File: config.mk
export PLATFORM = sky130hd
export DESIGN_NAME = dmx_slot_capture_switch
export DESIGN_NICKNAME = d
export VERILOG_FILES = /design/src/hdl/dsc_pkg.sv /design/src/hdl/dmx_slot_capture_switch.sv
export SDC_FILE = /design/constraint.sdc
export NUM_CORES = 1
export LEC_CHECK = 0
export BUFFER_PORTS_ARGS = -buffer_cell sky130_fd_sc_hd__buf_2
export CORE_MARGIN = 5
export CORE_UTILIZATION = 27
export DETAILED_ROUTE_END_ITERATION = 6
export PLACE_DENSITY = 0.48
export SLEW_MARGIN = 0
export SYNTH_ARGS = -nofsm -noshare
export SYNTH_HDL_FRONTEND = slang
export SYNTH_SLANG_ARGS = --single-unit
export TNS_END_PERCENT = 10
File: constraint.sdc
create_clock -name clk -period 4.2 [get_ports clk]
set_input_delay 0.42 -clock clk [delete_from_list [all_inputs] [get_ports clk]]
set_output_delay 0.42 -clock clk [all_outputs]
set_load 0.01 [all_outputs]
File: src/hdl/dsc_pkg.sv
// shared constants and codes for the dmx slot capture switch
package dsc_pkg;

    localparam int SLOT_W   = 10;
    localparam int LEVEL_W  = 8;
    localparam int TIMER_W  = 16;
    localparam int CFG_W    = 16;
    localparam int CFG_IDX_W = 2;
    localparam int OUT_BITS = 8;

    localparam logic [SLOT_W-1:0]  RESET_START_ADDRESS = 10'd1;
    localparam logic [LEVEL_W-1:0] RESET_THRESHOLD     = 8'd127;
    localparam logic [TIMER_W-1:0] RESET_TIMEOUT       = 16'd20000;

    typedef enum logic [CFG_IDX_W-1:0] {
        CFG_START_ADDRESS = 2'd0,
        CFG_ON_THRESHOLD  = 2'd1,
        CFG_TIMEOUT_TICKS = 2'd2
    } cfg_idx_t;

    // input item kind carried in tuser bit 0
    localparam logic OP_CHAR = 1'b0;
    localparam logic OP_TICK = 1'b1;

endpackage

File: src/hdl/dmx_slot_capture_switch.sv
// dmx512 slot capture switch: break/start code tracking, slot capture, thresholds, loss timer
// path: each item goes through the input register and then the result register
// throughput: one item per cycle unless a pending result waits on m_axis_tready;
// the state update and the level compares sit between the input register and
// the result register, with no iteration
// reset: rst_n async active low clears slot count, channels and flags, loads the loss
// timer with 20000 and the registers with start 1, threshold 127, timeout 20000
module dmx_slot_capture_switch #(
    parameter int CHANNEL_COUNT = 8,
    parameter int SLOT_LIMIT    = 512
) (
    input  logic                          clk,
    input  logic                          rst_n,
    input  logic                          cfg_we,
    input  logic [dsc_pkg::CFG_IDX_W-1:0] cfg_addr,
    input  logic [dsc_pkg::CFG_W-1:0]     cfg_data,
    input  logic                          s_axis_tvalid,
    output logic                          s_axis_tready,
    input  logic [7:0]                    s_axis_tdata,   // [7:0] rx_byte
    input  logic [2:0]                    s_axis_tuser,   // [0] operation, [1] framing_error,
                                                          // [2] overrun_error
    output logic                          m_axis_tvalid,
    input  logic                          m_axis_tready,
    output logic [7:0]                    m_axis_tdata,   // [7:0] switch_outputs
    output logic [0:0]                    m_axis_tuser    // [0] signal_lost
);
    import dsc_pkg::*;

    localparam logic [SLOT_W-1:0] SLOT_MAX = SLOT_W'(SLOT_LIMIT);

    // configuration
    logic [SLOT_W-1:0]  start_address_reg;
    logic [LEVEL_W-1:0] on_threshold_reg;
    logic [TIMER_W-1:0] timeout_ticks_reg;

    // input register
    logic               in_valid_reg;
    logic               op_reg;
    logic [7:0]         byte_reg;
    logic               ferr_reg;
    logic               oerr_reg;

    // block state
    logic [SLOT_W-1:0]  slot_index_reg, slot_index_next;
    logic [LEVEL_W-1:0] level_reg  [CHANNEL_COUNT];
    logic [LEVEL_W-1:0] level_next [CHANNEL_COUNT];
    logic [TIMER_W-1:0] timer_reg, timer_next;
    logic               ignored_reg, ignored_next;

    // result register
    logic                out_valid_reg;
    logic [OUT_BITS-1:0] out_bits_reg, out_bits_next;
    logic                out_lost_reg;

    logic               advance;
    logic [SLOT_W-1:0]  first_slot;
    logic [SLOT_W-1:0]  offset;
    logic               in_window;

    assign advance       = in_valid_reg && (!out_valid_reg || m_axis_tready);
    assign s_axis_tready = !in_valid_reg || advance;

    always_ff @(posedge clk or negedge rst_n)
    begin
        if (!rst_n)
        begin
            start_address_reg <= RESET_START_ADDRESS;
            on_threshold_reg  <= RESET_THRESHOLD;
            timeout_ticks_reg <= RESET_TIMEOUT;
        end
        else if (cfg_we)
        begin
            case (cfg_addr)
                CFG_START_ADDRESS: start_address_reg <= cfg_data[SLOT_W-1:0];
                CFG_ON_THRESHOLD:  on_threshold_reg  <= cfg_data[LEVEL_W-1:0];
                CFG_TIMEOUT_TICKS: timeout_ticks_reg <= cfg_data[TIMER_W-1:0];
                default:           ;
            endcase
        end
    end

    always_ff @(posedge clk or negedge rst_n)
    begin
        if (!rst_n)
            in_valid_reg <= 1'b0;
        else if (s_axis_tready)
            in_valid_reg <= s_axis_tvalid;
    end

    always_ff @(posedge clk)
    begin
        if (s_axis_tready && s_axis_tvalid)
        begin
            op_reg   <= s_axis_tuser[0];
            ferr_reg <= s_axis_tuser[1];
            oerr_reg <= s_axis_tuser[2];
            byte_reg <= s_axis_tdata;
        end
    end

    // zero start address behaves as slot one
    assign first_slot = (start_address_reg == '0) ? SLOT_W'(1) : start_address_reg;
    assign offset     = slot_index_reg - first_slot;
    assign in_window  = (slot_index_reg <= SLOT_MAX) && (slot_index_reg >= first_slot);

    always_comb
    begin
        slot_index_next = slot_index_reg;
        timer_next      = timer_reg;
        ignored_next    = ignored_reg;
        for (int k = 0; k < CHANNEL_COUNT; k++)
            level_next[k] = level_reg[k];

        if (op_reg == OP_TICK)
        begin
            if (timer_reg != '0)
                timer_next = timer_reg - TIMER_W'(1);
            if (timer_next == '0)
                for (int k = 0; k < CHANNEL_COUNT; k++)
                    level_next[k] = '0;
        end
        else if (ferr_reg || oerr_reg)
        begin
            // break: start looking for a new start code
            slot_index_next = '0;
            ignored_next    = 1'b0;
        end
        else if (!ignored_reg)
        begin
            if (slot_index_reg == '0)
            begin
                if (byte_reg == 8'd0)
                begin
                    slot_index_next = SLOT_W'(1);
                    timer_next      = timeout_ticks_reg;
                end
                else
                    ignored_next = 1'b1;
            end
            else
            begin
                for (int k = 0; k < CHANNEL_COUNT; k++)
                    if (in_window && offset == SLOT_W'(k))
                        level_next[k] = byte_reg;
                // count stops one past the last slot
                if (slot_index_reg <= SLOT_MAX)
                    slot_index_next = slot_index_reg + SLOT_W'(1);
            end
        end
    end

    for (genvar g = 0; g < OUT_BITS; g++)
    begin : g_out
        if (g < CHANNEL_COUNT)
        begin : g_on
            assign out_bits_next[g] = (level_next[g] >= on_threshold_reg);
        end
        else
        begin : g_off
            assign out_bits_next[g] = 1'b0;
        end
    end

    always_ff @(posedge clk or negedge rst_n)
    begin
        if (!rst_n)
        begin
            slot_index_reg <= '0;
            timer_reg      <= RESET_TIMEOUT;
            ignored_reg    <= 1'b0;
            for (int k = 0; k < CHANNEL_COUNT; k++)
                level_reg[k] <= '0;
        end
        else if (advance)
        begin
            slot_index_reg <= slot_index_next;
            timer_reg      <= timer_next;
            ignored_reg    <= ignored_next;
            for (int k = 0; k < CHANNEL_COUNT; k++)
                level_reg[k] <= level_next[k];
        end
    end

    always_ff @(posedge clk or negedge rst_n)
    begin
        if (!rst_n)
            out_valid_reg <= 1'b0;
        else if (advance)
            out_valid_reg <= 1'b1;
        else if (m_axis_tready)
            out_valid_reg <= 1'b0;
    end

    always_ff @(posedge clk)
    begin
        if (advance)
        begin
            out_bits_reg <= out_bits_next;
            out_lost_reg <= (timer_next == '0);
        end
    end

    assign m_axis_tvalid   = out_valid_reg;
    assign m_axis_tdata    = out_bits_reg;
    assign m_axis_tuser[0] = out_lost_reg;

    // an ignored frame only exists before any slot has been counted
    a_ignored_slot: assert property (@(posedge clk) disable iff (!rst_n)
        ignored_reg |-> (slot_index_reg == '0))
        else $error("frame ignored with non-zero slot count");

    a_slot_sat: assert property (@(posedge clk) disable iff (!rst_n)
        slot_index_reg <= SLOT_MAX + SLOT_W'(1))
        else $error("slot count beyond saturation");

    // the reported loss flag follows the timer left by the item
    a_lost_flag: assert property (@(posedge clk) disable iff (!rst_n)
        advance |=> (m_axis_tuser[0] == (timer_reg == '0)))
        else $error("signal_lost does not match loss timer");

    a_ready_empty: assert property (@(posedge clk) disable iff (!rst_n)
        !in_valid_reg |-> s_axis_tready)
        else $error("input stalled while input register is empty");

endmodule
After elaboration in Yosys (flattened, before gate mapping)
Cells that the tools add are included.
Storage, ports and cells
  register bits: 147
  latch bits: 0
  memory bits (writable): 0
  ROM bits: 0
  bits of input ports: 34
  output and inout bits: 11
  word-level logic and storage cells: 110
  memories: 0
Operators by class
  add/subtract/negate cells: 3
  multipliers: 0
  div/mod/pow operators: 0
  order comparisons: 10
  eq/ne operators: 11
  shift operators: 0
  multiplexer cells: 32
  bitwise gates (word level): 1
  reductions and logical operators: 31
Operators by type and width (count)
  64-bit 2-to-1 mux: 5
  16-bit 2-to-1 mux: 7
  8-bit >= comparator: 8
  8-bit 2-to-1 mux: 8
  10-bit 2-to-1 mux: 6
  10-bit by 3-bit == test with 1-bit output (second input constant): 4
  16-bit zero test: 2
  10-bit zero test: 3
  10-bit by 2-bit == test with 1-bit output (second input constant): 2
  16-bit nonzero test: 1
  16-bit by 1-bit subtractor with 16-bit output (second input constant): 1
  1-bit logical AND: 11
  10-bit by 1-bit adder with 10-bit output (second input constant): 1
  10-bit by 1-bit == test with 1-bit output (second input constant): 1
  10-bit >= comparator: 1
  10-bit less-or-equal comparator (second input constant): 1
  10-bit subtractor: 1
  8-bit zero test: 1
  2-bit AND reduction: 4
  1-bit 2-to-1 mux: 6
  5-bit AND reduction: 1
  1-bit logical OR: 3
  3-bit by 2-bit != test with 1-bit output (second input constant): 1
  3-bit nonzero test: 1
  other kinds (7): 8

Logic depth before layout (Yosys ltp)
Gate-level depths: netlist of run 1.
  depth after elaboration: 11
  mapped depth: 23
  gate-level depth less buffers: 20

Worst setup path after synthesis of run 1
No wires, ideal clock.
  kind: register to register
  from: register start_address_reg[5]
  to: register out_bits_reg[7] (netlist: m_axis_tdata[7]) (data pin)
  library setup time: 262 ps
  arrival time: 4424 ps
  data required time: 3938 ps
  setup slack: -486 ps
  cell stages (with the launch flop): 23
  buffers on the path: 2
  clock period less this slack: 4686 ps
  path through: dfrtp_1 > nor4_1 > a41o_1 > ha_1 > inv_1 > fa_1 > nand3_1 > nand3b_1 > a2111oi_2 > nor4b_4 > nand3_2 > buf_6 > buf_2 > o211a_1 > a221oi_1 > ha_1 > nand2b_1 > a21o_1 > a21o_1 > a21o_1 > a21o_1 > a21oi_1 > o21ai_0
Between the ends
  word-level cells in the longest chain between the ends: 11
  elaborated cells between the ends (all ways): 13
  classes of those cells: 1 x add/sub; 2 x order compare; 1 x eq/ne; 6 x mux; 3 x reduce/logical
RTL lines
  start, declared: line dmx_slot_capture_switch.sv:32  | logic [SLOT_W-1:0] start_address_reg;
  start signal, assigned: line dmx_slot_capture_switch.sv:74  | CFG_START_ADDRESS: start_address_reg <= cfg_data[SLOT_W-1:0];
  10-bit zero test: line dmx_slot_capture_switch.sv:102  | assign first_slot = (start_address_reg == '0) ? SLOT_W'(1) : start_address_reg;
  10-bit 2-to-1 mux *: line dmx_slot_capture_switch.sv:102
  10-bit subtractor / 10-bit >= comparator (equally long branches): line dmx_slot_capture_switch.sv:103, dmx_slot_capture_switch.sv:104
  10-bit by 3-bit == test with 1-bit output / 1-bit logical AND (equally long branches): line dmx_slot_capture_switch.sv:143, dmx_slot_capture_switch.sv:104
  1-bit logical AND *: line dmx_slot_capture_switch.sv:143  | if (in_window && offset == SLOT_W'(k))
  8-bit 2-to-1 mux *: line dmx_slot_capture_switch.sv:143
  64-bit 2-to-1 mux *: line dmx_slot_capture_switch.sv:130  | if (slot_index_reg == '0)
  64-bit 2-to-1 mux *: line dmx_slot_capture_switch.sv:128  | else if (!ignored_reg)
  64-bit 2-to-1 mux *: line dmx_slot_capture_switch.sv:122  | else if (ferr_reg || oerr_reg)
  64-bit 2-to-1 mux *: line dmx_slot_capture_switch.sv:114  | if (op_reg == OP_TICK)
  8-bit >= comparator *: line dmx_slot_capture_switch.sv:156  | assign out_bits_next[g] = (level_next[g] >= on_threshold_reg);
  net out_bits_next[7]: line dmx_slot_capture_switch.sv:52  | logic [OUT_BITS-1:0] out_bits_reg, out_bits_next;
  end signal, assigned: line dmx_slot_capture_switch.sv:198  | out_bits_reg <= out_bits_next;
  end, declared: line dmx_slot_capture_switch.sv:52
The timed path passes the listed nets; every way through them passes the cells marked *.
A chain may end at the register's enable or synchronous reset.

Worst setup path after layout of run 1
  from: register start_address_reg[9]
  to: register out_bits_reg[5] (netlist: m_axis_tdata[5]) (data pin)
Same word-level chain as after synthesis.

==> reports/results.ini, run 1 <==
[status]
status = finished with violations
violations = hold timing, setup timing

[sta]
clock.fmax_ghz = 0.2213
report.final.hold_viol_count = 13
skew_ns = 0.01030
rsz0062_at_grt = yes
finalWorstSetupSlack_ns = -0.3182
period_minus_slack_ns = 4.518
whs_ns = -0.01746
setup_violations = 8
relSlewSlack_pct = 35.51
post-route-period-util_pct = 107.6
slew_violations = 0
worstMarginPinSlew_ns = 0.9674

[drt]
drt_wl_total_microns = 35000
wl_per_cell_microns = 20.08
postRouteAntennaNets = 0
drt_iter0_drc = 729
firstDrtPassIters = 5
drc = 0
viasPerCell = 5.434
via_count = 9471

[logic_synthesis]
synth_fp_nets = 1215
synth_ff_type = dfrtp_1
synth_cells = 1102
avgSynthCellArea_sq_um = 9.215
yosysWarnings = 0
yosysUniqueCellTypes = 76
async_flop_share_pct = 86.39
ys_seq_elements = 147
synth_area_sq_um = 10150
synth_edf_count = 20
ys_seq_area_share_pct = 37.43

[pwr]
leakage_uw = 0.005016
p_sw_uw = 1930
ir_drop_mv = 0.3008
power.density_nw_per_um2 = 427.0
swShare_pct = 36.44
combPwrFrac_pct = 34.4
totalPowerFinal_uw = 5295
p_int_uw = 3365
p_clk_share_pct = 29.8
seq_power_share_pct = 35.7

[cts]
htreeDepth = 4
cts_buffer_depth = 2
cts_buffers = 17
cts.sinks = 147
clkTransAtPathRegs_ns = 0.07
cts-root-buf = clkbuf_16
clock_latency_ns = 0.45
cts_tree = done
cts_setup_buffers = 0

[floorplan]
dieArea_sq_um = 41590
core_area_sq_um = 37400
rows = 71
pin_count = 45
die_y_microns = 203.9
fp.dieW_microns = 203.9
start_util_pct = 27.15

[critical_path]
path_class = flip-flop to flip-flop
critPathMaxFanout = 11
path_delay_family = compound AO/OA/AOI/OAI gates
cp_data_arrival_time_ns = 4.72
start_kind = flip-flop
cp.required_ns = 4.40
endpoint_kind = flip-flop
cp_cell_sequence = nor4_2 -> a41o_1 -> ha_2 -> inv_2 -> fa_2 -> nand3_2 -> nand3b_1 -> a2111oi_2 -> nor4b_4 -> nand3_2 -> buf_6 -> o211a_1 -> a221oi_2 -> ha_1 -> nand2b_1 -> a21o_1 -> a21o_1 -> a21o_1 -> a21o_1 -> a21oi_1 -> o21ai_1
critPathSlowestCell = dfrtp_1
cp.buffers_inverters = 2
cp_slowest_stage_delay_ns = 0.39
crit_path_frequent_cell = a21o_1

[grt]
grt_pass1_vias = 9439
antenna_found_initial = 0
grt_max_degree = 68
grt_overflow = 0
track_usage_pct = 16.94
grt_pass1_wl_microns = 55120

[flow_run]
drv_cap = 0

[layout]
largest_reg_flops = 64
syn2layout_area_growth_pct = 22.13
final_cells = 1743
diodes = 0
finish.utilization_pct = 33.16
drive_gt1_share_pct = 23.86
layout.nets = 1332

[placed_design]
dp_hpwl_microns = 23990
place.port_buffers = 44
gp_congestion = 0.8905
dp.cells = 1711

[worst_hold_path]
hold_path.class = primary input to asynchronous set/reset pin

-- power groups by stage --
stage / Sequential [uW] / Clock (uW) / Combinational, uW
6_report: 1890 / 1580 / 1820
3_3_place_gp: 1910 / 0 / 1790
4_1_cts: 1890 / 1620 / 1820
2_1_floorplan: 1870 / 0 / 1150
5_1_grt: 1920 / 1660 / 2040
3_5_place_dp: 1910 / 0 / 1800
-- timing repair --
action | in CTS | in global routing
pin swaps | 2 | 4
cloned | 0 | 0
endpoints found under the setup margin | 8 | 8
gates resized for setup | 8 | 5
hold buffers | 0 | 0
-- through the flow --
stage / setup TNS, ns / instance area (sq um) / hold slack (ns) / setup slack [ns]
floorplan: -0.6582 / 10300 / 0.1244 / -0.08923
global placement: -2.253 / 11760 / 0.4813 / -0.3162
detailed placement: -2.867 / 11760 / 0.4851 / -0.3976
CTS: -2.765 / 12380 / 0.004157 / -0.3790
global route: -4.597 / 12400 / 0.04245 / -0.6180
finish: -2.254 / 12400 / -0.01746 / -0.3182
-- layer usage --
metal / GRT usage (%) / wire length [microns] / share of wire, %
met5: 0 / 0 / 0
met3: 2.872 / 1850 / 5.3
met1: 24.11 / 16560 / 47
met2: 26.22 / 15610 / 45
met4: 5.599 / 978 / 2.8
-- cell usage after synthesis, types with 5 or more instances --
master	instances	share of area (%)
a21o_1	34	2.5
inv_1	28	1.0
nor3_1	10	0.49
and3_1	8	0.49
edfxtp_1	20	5.9
nand2b_1	14	0.86
o21ai_0	110	5.4
dfrtp_1	109	27
a211o_1	5	0.43
o211ai_1	173	13
o21a_1	8	0.59
clkbuf_1	51	1.9
mux2_2	29	3.2
buf_2	19	0.94
nor2b_1	5	0.31
nand3b_1	5	0.37
nand4_1	10	0.62
xor2_1	6	0.52
a221oi_1	7	0.60
o211a_1	9	0.89
or3_1	6	0.37
dfstp_2	18	4.7
nand3_1	22	1.1
a31oi_1	8	0.49
a221o_1	7	0.69
a21oi_1	38	1.9
nand2_1	128	4.7
nor2_1	35	1.3
nor4_1	13	0.80
o21ai_1	5	0.25
ha_1	78	9.6
or2_1	7	0.43
or4_1	8	0.59
-- cells by family (layout without fill, tap and decap cells) --
family                     after synthesis  after routing  synth area share, %
DFF                                    147            147                37.43
AOI/OAI and AO/OA                      440            440                29.79
adders and majority gates               79             79                9.808
and+or+nand+nor                        292            292                14.54
buffers and inverters                  106            236                4.411
muxes                                   30             30                3.327
xor gates and xnor gates                 8              8               0.6900
-- final cells by class --
cell class              instances  area [sq um]
clock buffers                  18         450.4
clock inverters                14         133.9
fillers                      3836         25000
inverters                      28         105.1
multi-input cells             849          6022
flip-flops and latches        147          3801
well taps                     511         639.4
repair buffers                176          1250
-- worst reg2reg max path: stages, from the launching register on --
cell,delay (ns)
dfrtp_1,0.39
nor4_2,0.26
a41o_1,0.22
ha_2,0.20
inv_2,0.04
fa_2,0.36
nand3_2,0.09
nand3b_1,0.10
a2111oi_2,0.32
nor4b_4,0.28
nand3_2,0.14
buf_6,0.18
o211a_1,0.25
a221oi_2,0.19
ha_1,0.26
nand2b_1,0.14
a21o_1,0.16
a21o_1,0.21
a21o_1,0.16
a21o_1,0.15
a21oi_1,0.12
o21ai_1,0.07
-- path summary, 6_finish.rpt --
path | from | endpoint | slack (ns) | depth (start not counted)
hold / removal | rst_n | start_address_reg[3] | -0.02 | 1
max in group asynchronous | rst_n | level_reg[7] | 3.27 | 2
min in group clk | s_axis_tdata[3] | byte_reg[3] | 0.15 | 1
setup reg to reg | start_address_reg[9] | m_axis_tdata[5] | -0.32 | 21
hold reg to reg | timeout_ticks_reg[8] | timeout_ticks_reg[8] | 0.52 | 1
setup / recovery | start_address_reg[9] | m_axis_tdata[5] | -0.32 | 21
-- cells in the final DEF, fill, tap and decap left out, types with 14 or more instances in the layout --
master	instances
o211ai_1	173
nor2_1	33
a21o_1	34
inv_1	26
o21ai_0	102
dfstp_2	18
a21oi_1	36
clkbuf_16	18
nand2b_1	14
nand2_1	127
nand3_1	20
edfxtp_1	20
buf_2	43
dfrtp_1	109
ha_1	77
buf_4	128
mux2_2	29
Note: power is estimated with default switching activity, not from simulation.
==> run 2, diff against run 1 <==
--- a/config.mk
+++ b/config.mk
@@ -5,6 +5,7 @@
 export SDC_FILE = /design/constraint.sdc
 export NUM_CORES = 1
 export LEC_CHECK = 0
+export ABC_AREA = 1
 export BUFFER_PORTS_ARGS = -buffer_cell sky130_fd_sc_hd__buf_2
 export CORE_MARGIN = 5
 export CORE_UTILIZATION = 27
==> reports/results.ini, run 2 <==
[cts]
cts.sinks = 147
cts_hold_buffers = 0
clkTransAtPathRegs_ns = 0.07
clock_latency_ns = 0.46
htreeDepth = 4
cts-root-buf = clkbuf_16
cts_tree = done
cts_buffers = 17
cts_buffer_depth = 2

[drt]
via_count = 10440
postRouteAntennaNets = 0
firstDrtPassIters = 5
drt_iter0_drc = 625
wl_per_cell_microns = 15.79
drt_wl_total_microns = 34670
viasPerCell = 4.752
drc = 0

[grt]
grt_pass1_vias = 10400
grt_pass1_wl_microns = 56640
grt_max_degree = 87
antenna_found_initial = 0
grt_overflow = 0
track_usage_pct = 15.39

[sta]
worstMarginPinSlew_ns = 0.9373
skew_ns = 0.01052
period_minus_slack_ns = 4.164
slew_violations = 0
whs_ns = 0.06617
relSlewSlack_pct = 37.34
setup_violations = 0
rsz0062_at_grt = yes
post-route-period-util_pct = 99.15
report.final.hold_viol_count = 0
clock.fmax_ghz = 0.2401

[layout]
nFillCells = 4344
layout_commonest_cell = nand2_1
multi_input_area_sq_um = 6734
largest_reg_flops = 64
syn2layout_area_growth_pct = 18.92
drive_gt1_share_pct = 18.15
finish.utilization_pct = 32.57
layout.nets = 1764
diodes = 0
seqCellArea_sq_um = 3801
final_cell_mix = 530 x nand2_1, 173 x nand3_1, 115 x inv_1

[placed_design]
place.port_buffers = 44
dp_hpwl_microns = 23100
gp_congestion = 0.8350

[pwr]
p_sw_uw = 2898
leakage_uw = 0.006498
power.density_nw_per_um2 = 522.1
seq_power_share_pct = 33.0
combPwrFrac_pct = 44.1
p_int_uw = 4077
p_clk_share_pct = 22.9
swShare_pct = 41.55
ir_drop_mv = 0.2389

[logic_synthesis]
yosysWarnings = 0
ys_seq_elements = 147
synth_fp_nets = 1669
yosysMostFrequentCell = nand2_1
async_flop_share_pct = 86.39
yosysTopAreaCellShare_pct = 24.28
synth_cells = 1556
ys_seq_area_share_pct = 33.84
synth_area_sq_um = 11230
synth_top_area_cell = dfrtp_1
yosysUniqueCellTypes = 46
synth_common_cells = 537 x nand2_1, 180 x nand3_1, 120 x inv_1
synth_area_leaders = dfrtp_1 24%, nand2_1 18%, ha_1 8.7%
avgSynthCellArea_sq_um = 7.219
synth_edf_count = 20
synth_ff_type = dfrtp_1

[critical_path]
path_class = flip-flop to flip-flop
cp.required_ns = 4.41
cp_data_arrival_time_ns = 4.37
critPathMaxFanout = 6
endpoint_kind = flip-flop
start_kind = flip-flop

[status]
status = completed

[flow_run]
drv_cap = 0

[floorplan]
die_y_microns = 214.0
fp.dieW_microns = 214.0
pin_count = 45
start_util_pct = 27.39
dieArea_sq_um = 45780
core_area_sq_um = 41020
rows = 74

[worst_hold_path]
hold_path.class = primary input to asynchronous set/reset pin

-- run 2: changes by cell type after synthesis, moves of 14 or more --
cell / before / now
nand2_1: 128 / 537
nand2b_1: 14 / 0
o211ai_1: 173 / 6
clkbuf_1: 51 / 32
inv_1: 28 / 120
mux2_2: 29 / 6
nand2_2: 0 / 15
and2_1: 2 / 57
nand3_1: 22 / 180
nor2_1: 35 / 69
o21ai_0: 110 / 72
nand4_1: 10 / 59
a21o_1: 34 / 1
-- run 2: cells by family after synthesis --
group,share of synthesized area [%]
flip-flops,33.84
XOR/XNOR,1.248
adder cells (fa/ha/maj),8.866
AO/OA/AOI/OAI,7.196
multiplexers,0.6014
AND/OR/NAND/NOR,40.63
buffers and inverters,7.619
-- run 2: through the flow --
step	TNS, ns	cells	setup slack [ns]	total power, uW	area [sq um]
after global placement	-0.3577	2151	-0.1221	5219	12490
after floorplan	0	1556	0.09354	4398	11230
after detailed placement	-0.5295	2151	-0.1686	5278	12490
final	0	2196	0.03569	6975	13360
after global routing	-1.474	2196	-0.2807	7653	13360
after CTS	-0.01196	2186	-0.007203	6947	13130
-- run 2: path summary, 6_finish.rpt --
check | startpoint | to | slack (ns) | depth (start not counted)
worst max-delay path | start_address_reg[4] | m_axis_tdata[7] | 0.04 | 26
worst min-delay path | rst_n | level_reg[28] | 0.07 | 1
worst max register to register | start_address_reg[4] | m_axis_tdata[7] | 0.04 | 26
worst min register to register | on_threshold_reg[6] | on_threshold_reg[6] | 0.49 | 2
max in group asynchronous | rst_n | timeout_ticks_reg[14] | 3.19 | 2
min in group clk | s_axis_tuser[1] | ferr_reg | 0.13 | 1
-- run 2: layout make-up --
cell class	count	area share (%)
clock buffer	17	3.184
sequential	147	28.45
multi-input combinational	1212	50.41
timing repair buffer	146	8.064
inverter	127	3.625
clock inverter	15	1.283
tap	532	4.983
-- run 2: per-layer routing --
layer	global-route usage, %	up-vias	wire length (microns)
li1	-	5314	-
met5	0	-	0
met3	2.824	41	1374
met4	4.531	0	692
met2	26.15	199	16560
met1	20.07	4881	16040
-- run 2: power by group through the flow --
stage               sequential, uW  combinational [uW]  clock [uW]
floorplan                     2210                2190           0
global placement              2310                2910           0
detailed placement            2320                2960           0
CTS                           2300                2990        1650
global route                  2370                3570        1710
finish                        2300                3080        1600
-- run 2: critical path: stages (launching register included) --
cell      delay (ns)
dfrtp_1         0.40
nor4_2          0.27
a31o_2          0.22
ha_4            0.13
inv_1           0.05
fa_2            0.37
nand2_2         0.10
nand2_4         0.07
nand3_2         0.09
nand2_1         0.05
nand2_1         0.07
nand2_1         0.08
a21oi_4         0.19
buf_12          0.16
buf_12          0.11
buf_4           0.11
nand4_1         0.09
nand3_1         0.15
and2_1          0.15
ha_1            0.22
a21boi_0        0.12
o21a_1          0.18
o21a_1          0.17
o21ai_1         0.11
nand2_1         0.08
a21oi_2         0.11
o21ai_1         0.07
-- run 2: repair_timing --
| item | 4_1_cts | 5_1_grt |
|---|---|---|
| pin swaps | 9 | 24 |
| resized for setup | 8 | 44 |
| cloned | 0 | 0 |
| buffers inserted | 3 | 10 |
| setup endpoints to repair | 6 | 8 |
